### config.mk
export PLATFORM = sky130hd
export DESIGN_NAME = jam_serdiv
export DESIGN_NICKNAME = d
export VERILOG_FILES = /design/src/design/jam_pkg.sv /design/src/design/jam_serdiv.sv
export SDC_FILE = /design/constraint.sdc
export NUM_CORES = 1
export LEC_CHECK = 0
export BUFFER_PORTS_ARGS = -buffer_cell sky130_fd_sc_hd__buf_2
export CORE_MARGIN = 3
export CORE_UTILIZATION = 60
export CTS_BUF_LIST = sky130_fd_sc_hd__clkbuf_8
export CTS_CLUSTER_SIZE = 14
export DETAILED_ROUTE_END_ITERATION = 10
export PLACE_DENSITY_LB_ADDON = 0.08
export SYNTH_ARGS = -nofsm -noshare
export SYNTH_HDL_FRONTEND = slang
export SYNTH_SLANG_ARGS = --single-unit
### constraint.sdc
create_clock -name clk -period 9 [get_ports clk]
set_clock_uncertainty 0.2 [all_clocks]
set_input_delay 0.9 -clock clk [delete_from_list [all_inputs] [get_ports clk]]
set_output_delay 0.9 -clock clk [all_outputs]
set_load 0.03 [all_outputs]
### src/design/jam_pkg.sv
package jam_pkg;
  localparam int WindowDef = 160;
  localparam int FullScale = 32767;
  localparam int RateLimit = 262144;
  localparam logic [6:0] AxisEvent = 7'd2;
  localparam int CmdEvent = 0;
  localparam int CmdPoll  = 1;
  localparam int PosW  = 16;
  localparam int GainW = 18;
  localparam int RateW = 20;
  localparam int SumW  = 26;
  localparam int ProdW = SumW + GainW;
  localparam int QuoW  = ProdW;

  localparam logic [2:0] RegFwdAxis  = 3'd0;
  localparam logic [2:0] RegSideAxis = 3'd1;
  localparam logic [2:0] RegTurnAxis = 3'd2;
  localparam logic [2:0] RegFwdGain  = 3'd3;
  localparam logic [2:0] RegSideGain = 3'd4;
  localparam logic [2:0] RegTurnGain = 3'd5;

  typedef struct packed {
    logic             start;
    logic [SumW-1:0]  sum;
    logic [GainW-1:0] gain;
    logic [31:0]      den;
  } div_req_t;
endpackage

### src/design/jam_serdiv.sv
// Bit-serial unit: shift-add multiply then restoring divide, one bit per cycle.
module jam_serdiv
  import jam_pkg::*;
(
  input  logic                    clk,
  input  logic                    rst_n,
  input  div_req_t                req,
  output logic                    busy,
  output logic                    done,
  output logic signed [RateW-1:0] rate
);
  typedef enum logic [2:0] {
    S_IDLE = 3'b001,
    S_MUL  = 3'b010,
    S_DIV  = 3'b100
  } st_t;

  st_t              st_r, st_nxt;
  logic [6:0]       cnt_r, cnt_nxt;
  logic             neg_r, neg_nxt;
  logic [ProdW-1:0] acc_r, acc_nxt;
  logic [GainW-1:0] mq_r, mq_nxt;
  logic [ProdW-1:0] mcand_r, mcand_nxt;
  logic [32:0]      rem_r, rem_nxt;
  logic [31:0]      den_r, den_nxt;
  logic             done_r, done_nxt;
  logic [32:0]      trial;
  logic [QuoW-1:0]  q;
  logic [SumW-1:0]  mag;

  assign mag   = req.sum[SumW-1] ? (~req.sum + 1'b1) : req.sum;
  assign trial = {rem_r[31:0], acc_r[ProdW-1]} - {1'b0, den_r};

  always_comb begin
    st_nxt = st_r; cnt_nxt = cnt_r; neg_nxt = neg_r; acc_nxt = acc_r;
    mq_nxt = mq_r; mcand_nxt = mcand_r; rem_nxt = rem_r; den_nxt = den_r;
    done_nxt = 1'b0;
    case (st_r)
      S_IDLE: begin
        if (req.start) begin
          neg_nxt = req.sum[SumW-1];
          mcand_nxt = ProdW'(mag);
          mq_nxt = req.gain;
          den_nxt = req.den;
          acc_nxt = '0;
          cnt_nxt = 7'(GainW);
          st_nxt = S_MUL;
        end
      end
      S_MUL: begin
        if (mq_r[0]) acc_nxt = acc_r + mcand_r;
        mcand_nxt = mcand_r << 1;
        mq_nxt = mq_r >> 1;
        cnt_nxt = cnt_r - 1'b1;
        if (cnt_r == 7'd1) begin
          st_nxt = S_DIV;
          cnt_nxt = 7'(ProdW);
          rem_nxt = '0;
        end
      end
      S_DIV: begin
        if (!trial[32]) begin
          rem_nxt = trial;
          acc_nxt = {acc_r[ProdW-2:0], 1'b1};
        end else begin
          rem_nxt = {rem_r[31:0], acc_r[ProdW-1]};
          acc_nxt = {acc_r[ProdW-2:0], 1'b0};
        end
        cnt_nxt = cnt_r - 1'b1;
        if (cnt_r == 7'd1) begin
          st_nxt = S_IDLE;
          done_nxt = 1'b1;
        end
      end
      default: st_nxt = S_IDLE;
    endcase
  end

  always_ff @(posedge clk) begin
    if (!rst_n) begin
      st_r <= S_IDLE;
      done_r <= 1'b0;
      cnt_r <= '0;
    end else begin
      st_r <= st_nxt;
      done_r <= done_nxt;
      cnt_r <= cnt_nxt;
    end
    neg_r <= neg_nxt; acc_r <= acc_nxt; mq_r <= mq_nxt; mcand_r <= mcand_nxt;
    rem_r <= rem_nxt; den_r <= den_nxt;
  end

  // quotient magnitude; sign flips since result is minus the mean
  assign q = acc_r;
  always_comb begin
    if (q >= QuoW'(RateLimit)) rate = neg_r ? RateW'(RateLimit) : -RateW'(RateLimit);
    else rate = neg_r ? RateW'(q) : -RateW'(q);
  end
  assign busy = (st_r != S_IDLE);
  assign done = done_r;

`ifndef ASSERT_OFF
  a_start_idle: assert property (@(posedge clk) disable iff (!rst_n)
    req.start |-> !busy) else $error("start while busy");
  a_done_once: assert property (@(posedge clk) disable iff (!rst_n)
    done |=> !done) else $error("done held");
  a_done_idle: assert property (@(posedge clk) disable iff (!rst_n)
    done |-> !busy) else $error("done while busy");
`endif
endmodule

# Yosys cells after proc, flatten, opt, wreduce, memory -nomap -nowiden
# Index checks and enable logic that the tools add are counted.
# word_totals
regBits	182
in_bits	79
output_inout_bits	22
# classes
add_sub_neg	5
magnitude_cmp	1
eq_ne	9
n_mux	23
n_bitwise	1
reduce_logical	10
# ops
cell	count
2-to-1 mux 44 bit	3
case mux 44 bit (3 select lines)	1
case mux 44 bit (2 select lines)	1
2-to-1 mux 32 bit	2
case mux 32 bit (2 select lines)	1
2-to-1 mux 20 bit	3
adder 44 bit	1
greater-or-equal comparator 44 x 19 -> 1 bit, second input constant	1
case mux 18 bit (2 select lines)	1
subtractor 33 x 32 -> 33 bit	1
adder 26 x 1 -> 26 bit, second input constant	1
2-to-1 mux 26 bit	1
NOT 26 bit	1
case mux 7 bit (3 select lines)	1
negator 20 bit	1
2-to-1 mux 18 bit	1
2-to-1 mux 7 bit	2
AND reduction 2 bit	5
2-to-1 mux 3 bit	3
case mux 3 bit (3 select lines)	1
!= test 2 bit, second input constant	4
equality test 7 x 1 -> 1 bit, second input constant	1
subtractor 7 x 1 -> 7 bit, second input constant	1
AND reduction 3 bit	2
other kinds (7)	9

# Longest topological paths before layout
# logic_depth
depth_word	5
mapped_depth	13

# Worst setup path after synthesis
# Ideal clock, no wire load.
# synth_path
kind	register to register
startpoint	reg cnt_r[2]
endpoint	reg rem_r[0] (enable)
arrival_time_ns	3.338
required_time_ns	8.334
slack_ns	4.996
stages_incl_launch_ff	4
n_path_buf	0
cell_sequence	dfxtp_1 -> nor4_1 -> nand3b_1 -> o21ai_0
# synth_between
elab_chain_len	3
# synth_rtl
element	line	source
start, declared	jam_serdiv.sv:19	logic [6:0] cnt_r, cnt_nxt;
start signal, assigned	jam_serdiv.sv:87	cnt_r <= cnt_nxt;
equality test 7 x 1 -> 1 bit	jam_serdiv.sv:55	if (cnt_r == 7'd1) begin
!= test 2 bit (no source line)	--	
AND reduction 2 bit (no source line)	--	
end signal, assigned	jam_serdiv.sv:90	rem_r <= rem_nxt; den_r <= den_nxt;
end, declared	jam_serdiv.sv:24	logic [32:0] rem_r, rem_nxt;
# Every way passes these cells.
# A chain may end at the register's enable or synchronous reset.

# Worst setup path in the final report
# layout_path
startpoint	reg acc_r[43]
endpoint	reg rem_r[0], data pin
# layout_between
elab_chain_len	3
# layout_rtl
element	line	source
start, declared	jam_serdiv.sv:21	logic [ProdW-1:0] acc_r, acc_nxt;
start signal, assigned	jam_serdiv.sv:89	neg_r <= neg_nxt; acc_r <= acc_nxt; mq_r <= mq_nxt; mcand_r <= mcand_nxt;
subtractor 33 x 32 -> 33 bit	jam_serdiv.sv:32	assign trial = {rem_r[31:0], acc_r[ProdW-1]} - {1'b0, den_r};
2-to-1 mux 32 bit *	jam_serdiv.sv:62	if (!trial[32]) begin
case mux 32 bit (2 select lines) *	jam_serdiv.sv:38	case (st_r)
# Every way passes the cells marked *; elsewhere a longest branch is shown, timed or not.

==> results.toml <==
[setup_path]
critPathBufInv = 2
crit_family = "compound AO/OA/AOI/OAI gates"
regToRegSetupSlack_ns = 4.45
r2r_start = "acc_r[43]"
cpMostUsedCell = "a211oi_1"
critPathMaxStageDelay_ns = 0.88
crit_end = "rem_r[0]"
timing.critical_path.to_type = "flop"
worstPathArrival_ns = 4.68
r2r_cells = 13
r2r-end = "rem_r[0]"
critPathRequiredTime_ns = 9.13
cp_max_fo = 35
cp-startpoint = "acc_r[43]"
cp_slowest_cell = "xnor2_2"
cp-start-kind = "flop"
cp.depth = 13
path_class = "reg2reg"
crit_path_cell_trace = "inv_1 > ha_1 > fa_1 > nand2b_1 > a21o_1 > a211oi_1 > nor3_1 > a21oi_1 > a211oi_1 > xnor2_2 > buf_4 > mux2_2 > nor2_1"

[yosys]
synth_cell_types = 70
ys_warn_count = 0
ys.flop_type = "edfxtp_1"
syn_avg_cell_area_um2 = 9.16
synth_largest_area_cell = "edfxtp_1"
synth_edf_count = 171
syn_inst = 1356
synthesis.nets = 1516
yosysSeqAreaShare_pct = 43.1
synthesis.area_mm2 = 0.0124
yosysMostFrequentCell = "nand2_1"
yosys-top-cells-area = "edfxtp_1, ha_1, nand2_1, o21ai_0, a21oi_1"
netlist_top_cells_count = "nand2_1, edfxtp_1, o21ai_0"
synth_async_sr_flop_share_pct = 0
synth_seq_cells = 182
synth_top_area_share_pct = 41.3

[min_path]
hold_path_depth = 2
hp-class = "reg2reg"

[placement]
dp_hpwl_um = 20200
dp_slack_ns = 4.47
numPortBuffers = 100
gp_congestion = 0.927

[floorplanning]
io_pins = 101
dieArea_mm2 = 0.0225
die_y_um = 150
rows = 52
die_w_um = 150
initial_core_util_pct = 61.2
core_mm2 = 0.0203

[status]
status = "complete, no violations"

[clock_tree]
h-tree-depth = 4
ctsResizeCount = 0
numCtsBuffers = 17
cts_hold_repair.buffers = 0
cts-root-buf = "clkbuf_8"
postCtsSetupRepairBufs = 0
insertion_delay_ns = 0.48
cts_sinks = 182
cts_tree = "done"
path_clk_slew_ns = 0.11
clockBufferDepth = 2

[routing]
vias_per_cell = 5.98
ant_nets = 0
wl_per_cell_um = 16.6
dr_total_vias = 10200
dr.pass1.iters = 5
drt_iter0_drc = 653
drt_wl_total_um = 28400
drc_errors = 0

[global_routing]
antenna_found_initial = 0
overflow = 0
grt_usage_pct = 25.5
grt_first_pass_wirelength_um = 46700
grt_pass1_vias = 9560
grt_max_degree = 84

[power_and_ir_drop]
power.density_mw_per_mm2 = 153
ir_drop_mv = 0.106
totalPowerFinal_mw = 2.06
leakage_nw = 5.37

[timing]
worstMarginPinSlew_ns = 1.17
drv_slew = 0
rsz0062_at_grt = "false"
tns_ns = 0
period_share_pct = 50.6
fmax_ghz = 0.220
slew_headroom_pct = 21.4
setup_viol = 0
postLayoutSetupSlackWorst_ns = 4.45
fin_hold_ws_ns = 0.285
hold_viol_final = 0
period_needed_ns = 4.55

[final_layout]
diodes = 0
syn_to_final_growth_pct = 8.73
final_nets = 1586
drive_gt1_share_pct = 11.5

[run]
maxCapViolations = 0
-- power breakdown --
part	internal [mW]	leakage (nW)	switching [mW]	total, mW
registers	0.990	1.70	0.0415	1.03
clock network	0.209	0.196	0.346	0.555
logic	0.192	3.47	0.286	0.478
-- layout by cell type (no fill, tap or decap), types with 12 or more instances in the layout --
cell      synthesis  final
o21ai_0         141    140
a21o_1           36     36
nand3_1          37     37
o31ai_1          12     12
ha_1             79     79
clkbuf_8          0     17
and2_1           14     13
a21oi_1         100    100
nor3_1           16     15
xor2_1           49     49
a211oi_1         12     12
inv_1            62     62
nand2_1         217    214
nand2b_1         12     12
edfxtp_1        171    171
nor4_1           14     14
buf_2             0    100
nand4_1          15     15
and3_1           27     27
xnor2_1          52     51
nor2_1           72     72
-- logic make-up (layout without fill, tap and decap cells) --
| group | count (synthesis) | count (layout) | share of synthesized area (%) |
|---|---|---|---|
| buffers and inverters | 121 | 204 | 3.85 |
| adder cells (fa/ha/maj) | 81 | 81 | 8.28 |
| multiplexers | 5 | 5 | 0.423 |
| flip-flops | 182 | 182 | 43.1 |
| AO/OA/AOI/OAI | 396 | 396 | 19.4 |
| AND/OR/NAND/NOR | 470 | 470 | 17.8 |
| XOR/XNOR | 101 | 101 | 7.12 |
-- flip-flops by register name, indices dropped and copies added (netlist names) --
register / cells
rem_r: 32
acc_r: 44
neg_r: 1
den_r: 32
mq_r: 18
st_r: 3
mcand_r: 44
done: 1
cnt_r: 7
-- through the flow --
stage	cells	cell area, µm²	util [%]
detailed placement	1677	13100	64.6
floorplan	1356	12400	-
global route	1709	13500	66.6
CTS	1709	13500	66.6
finish	1709	13500	66.6
global placement	1677	13100	64.6
-- layout make-up --
cell class / instances / area [µm²]
Clock inverter: 15 / 158
Sequential cell: 182 / 5360
Inverter: 62 / 233
Multi-Input combinational cell: 1053 / 6620
Fill cell: 1737 / 6790
Clock buffer: 17 / 234
Timing Repair Buffer: 110 / 576
Tap cell: 270 / 338
-- worst min-delay path: cells and delay by family (launching register included) --
kind,cells,cell delay [ns]
AOI/OAI and AO/OA,1,0.06
and+or+nand+nor,1,0.06
DFF,1,0.33
-- metal layers --
layer	GRT usage, %	part of all wire (%)	up-vias
met1	35.1	46	4797
met4	7.04	1.9	0
met3	3.60	4.6	47
met5	0	0	-
li1	-	-	5106
met2	42.4	48	277
-- worst min-delay path by stage --
stage	startpoint	to	slack, ns
after global placement	cnt_r[5]	cnt_r[5]	0.27
final	cnt_r[5]	cnt_r[5]	0.28
after global routing	cnt_r[5]	cnt_r[5]	0.34
after detailed placement	cnt_r[5]	cnt_r[5]	0.27
after CTS	cnt_r[5]	cnt_r[5]	0.29
after floorplan	cnt_r[5]	cnt_r[5]	0.25
No activity file was read; power rests on OpenSTA's default activity.
